===== src/tqws_pkg.sv =====
// ============================================================================
// tqws_pkg
// Shared types and constants of the two-queue weighted server.
// ============================================================================
`default_nettype none

package tqws_pkg;

    // fixed widths of the item fields and the burst register
    localparam int DATA_W   = 32;
    localparam int BURST_W  = 4;
    localparam int STATUS_W = 2;

    localparam logic [BURST_W-1:0] BURST_RESET = 4'd2;

    // action codes
    localparam logic ACTION_ENQUEUE = 1'b0;
    localparam logic ACTION_SERVE   = 1'b1;

    // queue select codes
    localparam logic QSEL_PREFERRED    = 1'b0;
    localparam logic QSEL_CONVENTIONAL = 1'b1;

    // result status codes
    typedef enum logic [STATUS_W-1:0] {
        STATUS_OK    = 2'd0,
        STATUS_FULL  = 2'd1,
        STATUS_EMPTY = 2'd2
    } status_t;

    // controller states
    typedef enum logic [1:0] {
        ST_IDLE,
        ST_EXEC,
        ST_READ,
        ST_LOAD
    } state_t;

    // commands from controller to datapath
    typedef struct packed {
        logic capture;
        logic execute;
        logic load;
    } ctrl_cmd_t;

endpackage

`default_nettype wire


===== src/two_queue_weighted_server.sv =====
// An accepted input beat passes the update, head read and load steps before
//   its result beat, waiting in load while the previous result is stalled
//   in the output register. The next beat is accepted only after the accept,
//   update, head read and load steps around the registered queue memory reads.
// Reset: asynchronous, active low; clears queue pointers, counts, run counter
//   and output valid, loads the burst register with 2; memories are not cleared.
// ============================================================================
// two_queue_weighted_server
// Weighted server over a preferred and a conventional bounded queue.
// ============================================================================
`default_nettype none

module two_queue_weighted_server #(
    parameter int QUEUE_DEPTH = 16
) (
    input  logic                                  clk,
    input  logic                                  rst_n,
    input  logic                                  cfg_write_en,
    input  logic [tqws_pkg::BURST_W-1:0]          cfg_write_data,
    input  logic                                  in_valid,
    output logic                                  in_stall,
    input  logic                                  action,
    input  logic                                  queue_select,
    input  logic signed [tqws_pkg::DATA_W-1:0]    value,
    output logic                                  out_valid,
    input  logic                                  out_stall,
    output logic [tqws_pkg::STATUS_W-1:0]         status,
    output logic signed [tqws_pkg::DATA_W-1:0]    served_value,
    output logic                                  served_preferred,
    output logic signed [tqws_pkg::DATA_W-1:0]    preferred_head,
    output logic signed [tqws_pkg::DATA_W-1:0]    conventional_head,
    output logic                                  preferred_empty,
    output logic                                  conventional_empty
);
    import tqws_pkg::*;

    ctrl_cmd_t cmd;

    // sequencer
    tqws_ctrl u_ctrl (
        .clk       (clk),
        .rst_n     (rst_n),
        .in_valid  (in_valid),
        .in_stall  (in_stall),
        .out_valid (out_valid),
        .out_stall (out_stall),
        .cmd       (cmd)
    );

    // queues, run counter and result register
    tqws_datapath #(
        .QUEUE_DEPTH (QUEUE_DEPTH)
    ) u_datapath (
        .clk                (clk),
        .rst_n              (rst_n),
        .cmd                (cmd),
        .cfg_write_en       (cfg_write_en),
        .cfg_write_data     (cfg_write_data),
        .action             (action),
        .queue_select       (queue_select),
        .value              (value),
        .status             (status),
        .served_value       (served_value),
        .served_preferred   (served_preferred),
        .preferred_head     (preferred_head),
        .conventional_head  (conventional_head),
        .preferred_empty    (preferred_empty),
        .conventional_empty (conventional_empty)
    );

endmodule

`default_nettype wire


===== src/tqws_ctrl.sv =====
// ============================================================================
// tqws_ctrl
// Sequencer: takes one beat, runs the queue update, the head read and the
// result load, and owns the output valid flag.
// ============================================================================
`default_nettype none

module tqws_ctrl (
    input  logic                 clk,
    input  logic                 rst_n,
    input  logic                 in_valid,
    output logic                 in_stall,
    output logic                 out_valid,
    input  logic                 out_stall,
    output tqws_pkg::ctrl_cmd_t  cmd
);
    import tqws_pkg::*;

    state_t state_reg;
    state_t state_next;
    logic   out_valid_reg;
    logic   out_valid_next;

    // state and output valid registers
    always_ff @(posedge clk or negedge rst_n)
    begin
        if (!rst_n)
        begin
            state_reg     <= ST_IDLE;
            out_valid_reg <= 1'b0;
        end
        else
        begin
            state_reg     <= state_next;
            out_valid_reg <= out_valid_next;
        end
    end

    // next state and commands
    always_comb
    begin
        state_next  = state_reg;
        cmd         = '0;
        in_stall    = 1'b1;
        case (state_reg)
            ST_IDLE:
            begin
                in_stall = 1'b0;
                if (in_valid)
                begin
                    cmd.capture = 1'b1;
                    state_next  = ST_EXEC;
                end
            end
            ST_EXEC:
            begin
                cmd.execute = 1'b1;
                state_next  = ST_READ;
            end
            ST_READ:
            begin
                state_next = ST_LOAD;
            end
            ST_LOAD:
            begin
                if (!out_valid_reg || !out_stall)
                begin
                    cmd.load   = 1'b1;
                    state_next = ST_IDLE;
                end
            end
            default:
            begin
                state_next = ST_IDLE;
            end
        endcase
    end

    // output valid: set on load, cleared when the beat is taken
    always_comb
    begin
        if (cmd.load)
        begin
            out_valid_next = 1'b1;
        end
        else if (out_valid_reg && !out_stall)
        begin
            out_valid_next = 1'b0;
        end
        else
        begin
            out_valid_next = out_valid_reg;
        end
    end

    assign out_valid = out_valid_reg;

endmodule

`default_nettype wire


===== src/tqws_datapath.sv =====
// ============================================================================
// tqws_datapath
// Two circular queues in memories, their pointers and counts, the preferred
// run counter, the burst register and the result register.
// ============================================================================
`default_nettype none

module tqws_datapath #(
    parameter int QUEUE_DEPTH = 16
) (
    input  logic                                  clk,
    input  logic                                  rst_n,
    input  tqws_pkg::ctrl_cmd_t                   cmd,
    input  logic                                  cfg_write_en,
    input  logic [tqws_pkg::BURST_W-1:0]          cfg_write_data,
    input  logic                                  action,
    input  logic                                  queue_select,
    input  logic signed [tqws_pkg::DATA_W-1:0]    value,
    output logic [tqws_pkg::STATUS_W-1:0]         status,
    output logic signed [tqws_pkg::DATA_W-1:0]    served_value,
    output logic                                  served_preferred,
    output logic signed [tqws_pkg::DATA_W-1:0]    preferred_head,
    output logic signed [tqws_pkg::DATA_W-1:0]    conventional_head,
    output logic                                  preferred_empty,
    output logic                                  conventional_empty
);
    import tqws_pkg::*;

    localparam int PTR_W = (QUEUE_DEPTH > 1) ? $clog2(QUEUE_DEPTH) : 1;
    localparam int CNT_W = $clog2(QUEUE_DEPTH + 1);
    localparam logic [PTR_W-1:0] PTR_LAST = PTR_W'(QUEUE_DEPTH - 1);
    localparam logic [CNT_W-1:0] CNT_FULL = CNT_W'(QUEUE_DEPTH);

    // queue storage
    logic [DATA_W-1:0] pref_mem [QUEUE_DEPTH];
    logic [DATA_W-1:0] conv_mem [QUEUE_DEPTH];
    logic [DATA_W-1:0] pref_rd_data_reg;
    logic [DATA_W-1:0] conv_rd_data_reg;

    // captured item
    logic              action_reg;
    logic              qsel_reg;
    logic [DATA_W-1:0] value_reg;

    // control state
    logic [PTR_W-1:0]   pref_rd_ptr_reg, pref_rd_ptr_next;
    logic [PTR_W-1:0]   pref_wr_ptr_reg, pref_wr_ptr_next;
    logic [CNT_W-1:0]   pref_count_reg, pref_count_next;
    logic [PTR_W-1:0]   conv_rd_ptr_reg, conv_rd_ptr_next;
    logic [PTR_W-1:0]   conv_wr_ptr_reg, conv_wr_ptr_next;
    logic [CNT_W-1:0]   conv_count_reg, conv_count_next;
    logic [BURST_W-1:0] run_reg, run_next;
    logic [BURST_W-1:0] burst_reg, burst_next;

    // per-step results held until the result register is free
    status_t           exec_status_reg, exec_status_next;
    logic [DATA_W-1:0] exec_served_reg, exec_served_next;
    logic              exec_served_pref_reg, exec_served_pref_next;

    // result register
    status_t           out_status_reg;
    logic [DATA_W-1:0] out_served_reg;
    logic              out_served_pref_reg;
    logic [DATA_W-1:0] out_pref_head_reg;
    logic [DATA_W-1:0] out_conv_head_reg;
    logic              out_pref_empty_reg;
    logic              out_conv_empty_reg;

    logic pref_push;
    logic conv_push;
    logic pref_has;
    logic conv_has;

    assign pref_has = (pref_count_reg != '0);
    assign conv_has = (conv_count_reg != '0);

    // step decision: push, weighted pop or status only
    always_comb
    begin
        pref_rd_ptr_next      = pref_rd_ptr_reg;
        pref_wr_ptr_next      = pref_wr_ptr_reg;
        pref_count_next       = pref_count_reg;
        conv_rd_ptr_next      = conv_rd_ptr_reg;
        conv_wr_ptr_next      = conv_wr_ptr_reg;
        conv_count_next       = conv_count_reg;
        run_next              = run_reg;
        exec_status_next      = exec_status_reg;
        exec_served_next      = exec_served_reg;
        exec_served_pref_next = exec_served_pref_reg;
        pref_push             = 1'b0;
        conv_push             = 1'b0;
        if (cmd.execute)
        begin
            exec_status_next      = STATUS_OK;
            exec_served_next      = '0;
            exec_served_pref_next = 1'b0;
            if (action_reg == ACTION_ENQUEUE)
            begin
                if (qsel_reg == QSEL_CONVENTIONAL)
                begin
                    if (conv_count_reg == CNT_FULL)
                    begin
                        exec_status_next = STATUS_FULL;
                    end
                    else
                    begin
                        conv_push        = 1'b1;
                        conv_wr_ptr_next = (conv_wr_ptr_reg == PTR_LAST) ? '0
                                           : conv_wr_ptr_reg + 1'b1;
                        conv_count_next  = conv_count_reg + 1'b1;
                    end
                end
                else
                begin
                    if (pref_count_reg == CNT_FULL)
                    begin
                        exec_status_next = STATUS_FULL;
                    end
                    else
                    begin
                        pref_push        = 1'b1;
                        pref_wr_ptr_next = (pref_wr_ptr_reg == PTR_LAST) ? '0
                                           : pref_wr_ptr_reg + 1'b1;
                        pref_count_next  = pref_count_reg + 1'b1;
                    end
                end
            end
            else if (!pref_has && !conv_has)
            begin
                exec_status_next = STATUS_EMPTY;
            end
            else if (pref_has && ((run_reg < burst_reg) || !conv_has))
            begin
                // preferred pop, run counter saturates at the burst limit
                exec_served_next      = pref_rd_data_reg;
                exec_served_pref_next = 1'b1;
                pref_rd_ptr_next      = (pref_rd_ptr_reg == PTR_LAST) ? '0
                                        : pref_rd_ptr_reg + 1'b1;
                pref_count_next       = pref_count_reg - 1'b1;
                if (run_reg < burst_reg)
                begin
                    run_next = run_reg + 1'b1;
                end
            end
            else
            begin
                // conventional pop ends the preferred run
                exec_served_next = conv_rd_data_reg;
                conv_rd_ptr_next = (conv_rd_ptr_reg == PTR_LAST) ? '0
                                   : conv_rd_ptr_reg + 1'b1;
                conv_count_next  = conv_count_reg - 1'b1;
                run_next         = '0;
            end
        end
    end

    // burst register write
    always_comb
    begin
        burst_next = burst_reg;
        if (cfg_write_en)
        begin
            burst_next = cfg_write_data;
        end
    end

    // control registers
    always_ff @(posedge clk or negedge rst_n)
    begin
        if (!rst_n)
        begin
            pref_rd_ptr_reg <= '0;
            pref_wr_ptr_reg <= '0;
            pref_count_reg  <= '0;
            conv_rd_ptr_reg <= '0;
            conv_wr_ptr_reg <= '0;
            conv_count_reg  <= '0;
            run_reg         <= '0;
            burst_reg       <= BURST_RESET;
        end
        else
        begin
            pref_rd_ptr_reg <= pref_rd_ptr_next;
            pref_wr_ptr_reg <= pref_wr_ptr_next;
            pref_count_reg  <= pref_count_next;
            conv_rd_ptr_reg <= conv_rd_ptr_next;
            conv_wr_ptr_reg <= conv_wr_ptr_next;
            conv_count_reg  <= conv_count_next;
            run_reg         <= run_next;
            burst_reg       <= burst_next;
        end
    end

    // queue memories, one write and one registered head read each
    always_ff @(posedge clk)
    begin
        if (pref_push)
        begin
            pref_mem[pref_wr_ptr_reg] <= value_reg;
        end
        if (conv_push)
        begin
            conv_mem[conv_wr_ptr_reg] <= value_reg;
        end
        pref_rd_data_reg <= pref_mem[pref_rd_ptr_reg];
        conv_rd_data_reg <= conv_mem[conv_rd_ptr_reg];
    end

    // item capture, step results and result register
    always_ff @(posedge clk)
    begin
        if (cmd.capture)
        begin
            action_reg <= action;
            qsel_reg   <= queue_select;
            value_reg  <= value;
        end
        exec_status_reg      <= exec_status_next;
        exec_served_reg      <= exec_served_next;
        exec_served_pref_reg <= exec_served_pref_next;
        if (cmd.load)
        begin
            out_status_reg      <= exec_status_reg;
            out_served_reg      <= exec_served_reg;
            out_served_pref_reg <= exec_served_pref_reg;
            out_pref_head_reg   <= pref_has ? pref_rd_data_reg : '0;
            out_conv_head_reg   <= conv_has ? conv_rd_data_reg : '0;
            out_pref_empty_reg  <= !pref_has;
            out_conv_empty_reg  <= !conv_has;
        end
    end

    assign status             = out_status_reg;
    assign served_value       = out_served_reg;
    assign served_preferred   = out_served_pref_reg;
    assign preferred_head     = out_pref_head_reg;
    assign conventional_head  = out_conv_head_reg;
    assign preferred_empty    = out_pref_empty_reg;
    assign conventional_empty = out_conv_empty_reg;

endmodule

`default_nettype wire


===== config.mk =====
export PLATFORM = sky130hd
export DESIGN_NAME = two_queue_weighted_server
export DESIGN_NICKNAME = d
export VERILOG_FILES = /design/src/tqws_pkg.sv /design/src/two_queue_weighted_server.sv /design/src/tqws_ctrl.sv /design/src/tqws_datapath.sv
export SDC_FILE = /design/constraint.sdc
export NUM_CORES = 1
export LEC_CHECK = 0
export BUFFER_PORTS_ARGS = -buffer_cell sky130_fd_sc_hd__clkbuf_2
export CAP_MARGIN = 10
export CORE_UTILIZATION = 45
export CTS_BUF_LIST = sky130_fd_sc_hd__clkbuf_8 sky130_fd_sc_hd__clkbuf_16
export CTS_CLUSTER_SIZE = 30
export DETAILED_ROUTE_END_ITERATION = 10
export GPL_ROUTABILITY_DRIVEN = 0
export HOLD_SLACK_MARGIN = 0.15
export PLACE_DENSITY = 0.65
export SKIP_LAST_GASP = 1
export SLEW_MARGIN = 5
export SYNTH_ARGS = -nofsm -noshare
export SYNTH_HDL_FRONTEND = slang
export SYNTH_SLANG_ARGS = --single-unit

===== constraint.sdc =====
create_clock -name clk -period 11.55 [get_ports clk]
set_clock_uncertainty 0.1 [all_clocks]
set_input_delay 1.155 -clock clk [delete_from_list [all_inputs] [get_ports clk]]
set_output_delay 1.155 -clock clk [all_outputs]
set_load 0.05 [all_outputs]

==> results.cfg, run 1 <==
[run_status]
status = finished, final reports clean

[cts]
cts.repair.resized = 0
cts_tree = done
h-tree-depth = 4
root_buffer = clkbuf_16
clock_latency_ns = 0.73
cts_buffers = 130
clk_path_buf_depth = 3
cts.clk_slew.worst_paths_ns = 0.06
holdBufCountCts = 0
cts_sinks = 1295
cts_setup_buffers = 0

[finish]
multi_input_area_sq_um = 10200
layout_common_cells = edfxtp_1, mux4_2, clkbuf_2
diodes = 0
register_area_sq_um = 38100
drive_gt1_frac = 0.238
fin_util = 0.517
syn_to_final_growth_pct = 13.8
n_fill_cell = 8251
reg.largest.list = u_datapath.conv_mem (512), u_datapath.pref_mem (512)
fin_nets = 2726
final_common_cell = edfxtp_1

[sta]
max_slew_margin = 0.147
whs_ns = 0.316
min_period_ns = 4.23
rsz0062_at_grt = no
drv_slew = 0
setup_viol = 0
timing.final.crit_share = 0.366
tightestPinTransition_ns = 1.28
finalWorstSetupSlack_ns = 7.32
hold_violations = 0
max_freq_mhz = 236
tns_ns = 0

[worst_hold_path]
hold-path-endpoint = u_datapath.served_value[3]$_DFFE_PP_
holdPathStages = 0
hp-start = u_datapath.exec_served_reg[3]$_SDFFCE_PP0N_
hp-class = reg -> reg

[drt]
drc = 0
avgViaCountPerCell = 5.79
wirelength_mm = 112
dr.pass1.iters = 5
drt_iter0_drc = 2471
ant_nets = 0
via_count = 24100
wl_per_cell_um = 26.9

[floorplanning]
ioPinCount = 146
die_h_um = 331
dieArea_sq_um = 110000
coreArea_sq_um = 107000
placementRows = 120
dieWidth_um = 331
start_util = 0.454

[critical_path]
crit_chain = inv_1, ha_2, buf_4, nand2_1, a211oi_1, buf_4, nor3b_1, and2_2
required_ns = 11.79
r2r_setup_slack_ns = 7.32
slowest_delay_ns = 0.96
crit_fanout = 40
crit_path_start_kind = flop
critPathSlowestCell = and2_2
critical_path_class = reg -> reg
ff2ff_path_depth = 8
r2r-end = u_datapath.conv_mem[3][3]$_DFFE_PP_
crit-reg2reg-launch = u_ctrl.state_reg[1]$_DFFE_PN0P_
cp-end-kind = flop
worstPathArrival_ns = 4.47
critical_path.most_common_cell = buf_4

[synth]
synth-edff-count = 1194
yosys_warnings = 0
synth.avg_cell_area_sq_um = 19.9
netlist_area_sq_um = 48800
ys_seq_area_frac = 0.780
netlist_instances = 2453
synth_nets = 2523
ys_types = 61
synthFlopType = edfxtp_1
synth-seq-cells = 1295
synth-async-reset-ratio = 0.0286

[pwr]
total_power_mw = 13.9
leakage_nw = 18.4
powerDensity_nw_per_um2 = 250
peakVddDrop_mv = 0.187

[grt]
antenna_found_initial = 5
grt_max_degree = 117
overflow = 0
grt_pass1_vias = 24600
grt_pass1_wl_mm = 165
grtUsageTotal = 0.205

[placed_design]
dp_hpwl_mm = 63.1
port_buffers = 145
dp_slack_ns = 7.41

[run]
maxCapViolations = 0
-- logic make-up after synthesis --
kind of cell	count (synthesis)	share of synthesized area
muxes	364	0.125
and+or+nand+nor	298	0.0314
DFF	1295	0.780
xor gates and xnor gates	12	0.00215
adders and majority gates	27	0.00723
buffers and inverters	142	0.0133
AOI/OAI and AO/OA	315	0.0408
-- worst max path at each step --
stage / depth (start not counted) / endpoint / startpoint / slack [ns]
after CTS: 8 / u_datapath.conv_mem[3][13]$_DFFE_PP_ / u_ctrl.state_reg[1]$_DFFE_PN0P_ / 7.41
after global placement: 8 / u_datapath.conv_mem[3][16]$_DFFE_PP_ / u_ctrl.state_reg[1]$_DFFE_PN0P_ / 7.51
after global routing: 8 / u_datapath.conv_mem[3][24]$_DFFE_PP_ / u_ctrl.state_reg[1]$_DFFE_PN0P_ / 7.16
after floorplan: 1 / u_datapath.conventional_empty$_DFFE_PP_ / out_stall / 2.30
final: 8 / u_datapath.conv_mem[3][3]$_DFFE_PP_ / u_ctrl.state_reg[1]$_DFFE_PN0P_ / 7.32
after detailed placement: 8 / u_datapath.conv_mem[3][7]$_DFFE_PP_ / u_ctrl.state_reg[1]$_DFFE_PN0P_ / 7.41
-- through the flow --
| step | area, sq um | instances |
|---|---|---|
| 2_1_floorplan | 48800 | 2453 |
| 3_3_place_gp | 51200 | 3916 |
| 3_5_place_dp | 51300 | 3921 |
| 4_1_cts | 55400 | 4156 |
| 5_1_grt | 55500 | 4162 |
| 6_report | 55500 | 4162 |
-- synth_stat cells, drive strengths merged, types with 22 or more instances --
| cell | instances | area share |
|---|---|---|
| mux2i | 131 | 0.027 |
| o21ai | 84 | 0.0088 |
| a221oi | 32 | 0.0057 |
| a21oi | 105 | 0.011 |
| a211oi | 35 | 0.0054 |
| mux2 | 41 | 0.0095 |
| and2 | 80 | 0.010 |
| nor2 | 22 | 0.0017 |
| edfxtp | 1194 | 0.73 |
| nor2b | 38 | 0.0049 |
| dfxtp | 64 | 0.026 |
| mux4 | 192 | 0.089 |
| dfrtp | 36 | 0.018 |
| buf | 60 | 0.0069 |
| nand2 | 120 | 0.0095 |
| clkbuf | 61 | 0.0047 |
| a22oi | 32 | 0.0049 |
| ha | 25 | 0.0064 |
-- worst max-delay path: cells and delay by family, from the launching register on --
kind / cells / cell delay [ns]
AO/OA/AOI/OAI: 1 / 0.68
adder cells (fa/ha/maj): 1 / 0.20
buffers and inverters: 3 / 0.95
flip-flops: 1 / 0.42
AND/OR/NAND/NOR: 3 / 1.42
-- routing by layer --
metal  global-route usage  routed length [um]  vias up
li1                     -                   -    10300
met1                0.297               49100    12600
met2                0.312               51700      992
met3               0.0469                9000      166
met4               0.0569                2180        6
met5                    0                  41        -
-- cell type report --
cell class / count / share of cell area
flip-flops and latches: 1295 / 0.686
multi-input cells: 1016 / 0.184
clock buffers: 145 / 0.0633
well taps: 1403 / 0.0316
repair buffers: 192 / 0.0217
clock inverters: 90 / 0.0117
inverters: 21 / 0.00146
-- power by group --
part,total (mW),switching [mW],internal (mW),leakage (nW)
clock,4.06,1.72,2.34,2.20
sequential,6.41,0.592,5.82,11.8
combinational,3.40,2.07,1.32,4.38
No activity file was read; power rests on OpenSTA's default activity.
==> run 2: changes to the inputs <==
--- a/config.mk
+++ b/config.mk
@@ -5,6 +5,7 @@
 export SDC_FILE = /design/constraint.sdc
 export NUM_CORES = 1
 export LEC_CHECK = 0
+export ABC_AREA = 1
 export BUFFER_PORTS_ARGS = -buffer_cell sky130_fd_sc_hd__clkbuf_2
 export CAP_MARGIN = 10
 export CORE_UTILIZATION = 45
==> constraint.sdc (replaced) <==
create_clock -name clk -period 4.4 [get_ports clk]
set_clock_uncertainty 0.1 [all_clocks]
set_input_delay 0.44 -clock clk [delete_from_list [all_inputs] [get_ports clk]]
set_output_delay 0.44 -clock clk [all_outputs]
set_load 0.05 [all_outputs]
==> results.cfg, run 2 <==
[run_status]
status = finished, final reports clean

[critical_path]
crit_chain = inv_1, nand4_1, buf_4, inv_1, nand2_1, nor2_4, buf_4
critical_path_class = reg -> reg
crit_path_start_kind = flop
crit-reg2reg-launch = u_datapath.action_reg$_DFFE_PP_
required_ns = 4.72
cp-end-kind = flop
cp_num_buf_inv = 4
crit_path_start = u_datapath.action_reg$_DFFE_PP_
endpoint = u_datapath.conv_mem[4][7]$_DFFE_PP_
worstPathArrival_ns = 3.51
ff2ff_path_depth = 7
path_delay_family = buffers and inverters
r2r-end = u_datapath.conv_mem[4][7]$_DFFE_PP_
worstSetupPathDepth = 7
r2r_setup_slack_ns = 1.21
critPathSlowestCell = edfxtp_1
crit_fanout = 17
slowest_delay_ns = 0.63

[drt]
drc = 0
dr.pass1.iters = 5
avgViaCountPerCell = 5.51
wl_per_cell_um = 23.1
drt_iter0_drc = 3667
ant_nets = 0
via_count = 30700
wirelength_mm = 129

[finish]
register_area_sq_um = 38100
layout_common_cells = edfxtp_1, nor2_1, nand2_1
final_common_cell = edfxtp_1
fin_nets = 4049
syn_to_final_growth_pct = 15.7
drive_gt1_frac = 0.125
reg.largest.list = u_datapath.conv_mem (512), u_datapath.pref_mem (512)
multi_input_area_sq_um = 10300
stdcell_area_sq_um = 57600
n_fill_cell = 8954

[grt]
grt_pass1_vias = 29100
antenna_found_initial = 9
grt_pass1_wl_mm = 188
grt_max_degree = 164
grtUsageTotal = 0.229
overflow = 0

[cts]
cts_setup_buffers = 0
cts.clk_slew.worst_paths_ns = 0.06
h-tree-depth = 4
clock_latency_ns = 0.74
cts_tree = done
cts_buffers = 134
clk_path_buf_depth = 3
root_buffer = clkbuf_16
cts_sinks = 1295

[sta]
hold_violations = 0
tns_ns = 0
setup_viol = 0
max_slew_margin = 0.292
rsz0062_at_grt = no
timing.final.crit_share = 0.724
min_period_ns = 3.19
max_freq_mhz = 314
drv_slew = 0
tightestPinTransition_ns = 1.06

[synth]
synth-seq-cells = 1295
synth_top_area_frac = 0.721
ys_types = 42
yosysTopAreaCell = edfxtp_1
synth.avg_cell_area_sq_um = 13.2
yosys_warnings = 0
netlist_area_sq_um = 49700
synth-edff-count = 1194
synth-simple-area-share = 0.101
netlist_instances = 3760
synth_common_cells = edfxtp_1, nor2_1, nand2_1
synth_top_family_by_area = simple AND/OR/NAND/NOR gates
synthAdderAreaFrac = 0.00709
synth_nets = 3830
muxShareOfSynthArea = 0.000226
synthFlopType = edfxtp_1
synth-async-reset-ratio = 0.0286
ys_seq_area_frac = 0.765
synthXorXnorAreaFrac = 0.00299
post-synth-top-count-cell = edfxtp_1
synth_top_cells_by_area = edfxtp_1, nor2_1, o21ai_0
synth-compound-area-share = 0.0902

[worst_hold_path]
hp-class = reg -> reg

[floorplanning]
dieArea_sq_um = 112000
coreArea_sq_um = 109000
dieWidth_um = 334
die_h_um = 334
ioPinCount = 146
placementRows = 121
start_util = 0.456

[placed_design]
dp_hpwl_mm = 76.1
dpl_cell_area_sq_um = 52600
port_buffers = 145

[pwr]
netSwitchingFraction = 0.355
peakVddDrop_mv = 0.459
p_switching_mw = 13.5
power_frac_clock = 0.297
leakage_nw = 20.1
pwr-share-seq = 0.432
intPower_mw = 24.5
combPwrFrac = 0.271
powerDensity_nw_per_um2 = 660

[run]
maxCapViolations = 0
-- run 2: stage by stage --
stage	utilization	setup WS [ns]	instances	hold slack, ns	power [mW]
after global placement	0.481	1.30	5267	0.302	26.7
after floorplan	-	0.187	3760	0.0444	22.9
after CTS	0.527	1.22	5561	0.297	38.0
after detailed placement	0.481	1.23	5267	0.305	26.8
final	0.527	1.21	5567	0.316	38.0
after global routing	0.527	1.07	5566	0.319	39.6
-- run 2: cells by family after synthesis --
family / after synthesis
DFF: 1295
and+or+nand+nor: 1287
AOI/OAI and AO/OA: 753
buffers and inverters: 380
adders and majority gates: 27
xor gates and xnor gates: 17
muxes: 1
-- run 2: final cells by class --
type | instances | area share
well taps | 1476 | 0.0321
multi-input cells | 2085 | 0.179
diodes | 2 | 0.0000869
repair buffers | 301 | 0.0397
inverters | 162 | 0.0108
clock buffers | 152 | 0.0637
flip-flops and latches | 1295 | 0.662
clock inverters | 94 | 0.0133
-- run 2: worst min path at each step --
stage | startpoint | end | slack, ns | cells past startpoint
finish | u_datapath.exec_served_reg[14]$_SDFFCE_PP0N_ | u_datapath.served_value[14]$_DFFE_PP_ | 0.32 | 0
global route | u_datapath.exec_served_reg[18]$_SDFFCE_PP0N_ | u_datapath.served_value[18]$_DFFE_PP_ | 0.32 | 0
CTS | value[23] | u_datapath.value_reg[23]$_DFFE_PP_ | 0.30 | 2
detailed placement | u_datapath.exec_served_reg[14]$_SDFFCE_PP0N_ | u_datapath.served_value[14]$_DFFE_PP_ | 0.30 | 0
global placement | u_datapath.exec_served_reg[18]$_SDFFCE_PP0N_ | u_datapath.served_value[18]$_DFFE_PP_ | 0.30 | 0
floorplan | rst_n | u_ctrl.out_valid$_DFFE_PN0P_ | 0.04 | 0
-- run 2: power groups by stage --
| stage | sequential, mW | combinational (mW) | clock [mW] |
|---|---|---|---|
| 6_report | 16.4 | 10.3 | 11.3 |
| 5_1_grt | 16.5 | 11.2 | 11.9 |
| 4_1_cts | 16.5 | 10.2 | 11.4 |
| 3_5_place_dp | 16.7 | 10.1 | 0 |
| 3_3_place_gp | 16.7 | 9.97 | 0 |
| 2_1_floorplan | 17.2 | 5.73 | 0 |
-- run 2: per-layer routing --
metal	share of wire	vias to the layer above	wire, um	GRT usage
met5	0.00031	-	40	0
met4	0.029	6	3700	0.0800
met3	0.10	190	13200	0.0620
met2	0.44	1400	56500	0.337
met1	0.43	15100	55200	0.327
li1	-	14000	-	-
-- run 2: worst register-to-register path, delay by kind of cell (launching register included) --
family,cells,cell delay [ns]
buf+inv,4,1.10
flops,1,0.63
simple gates,3,1.05
-- run 2: timing repair --
item | 4_1_cts | 5_1_grt
endpoints found under the hold margin | 69 | 0
hold buffers | 48 | 0
resized for setup | 0 | 0
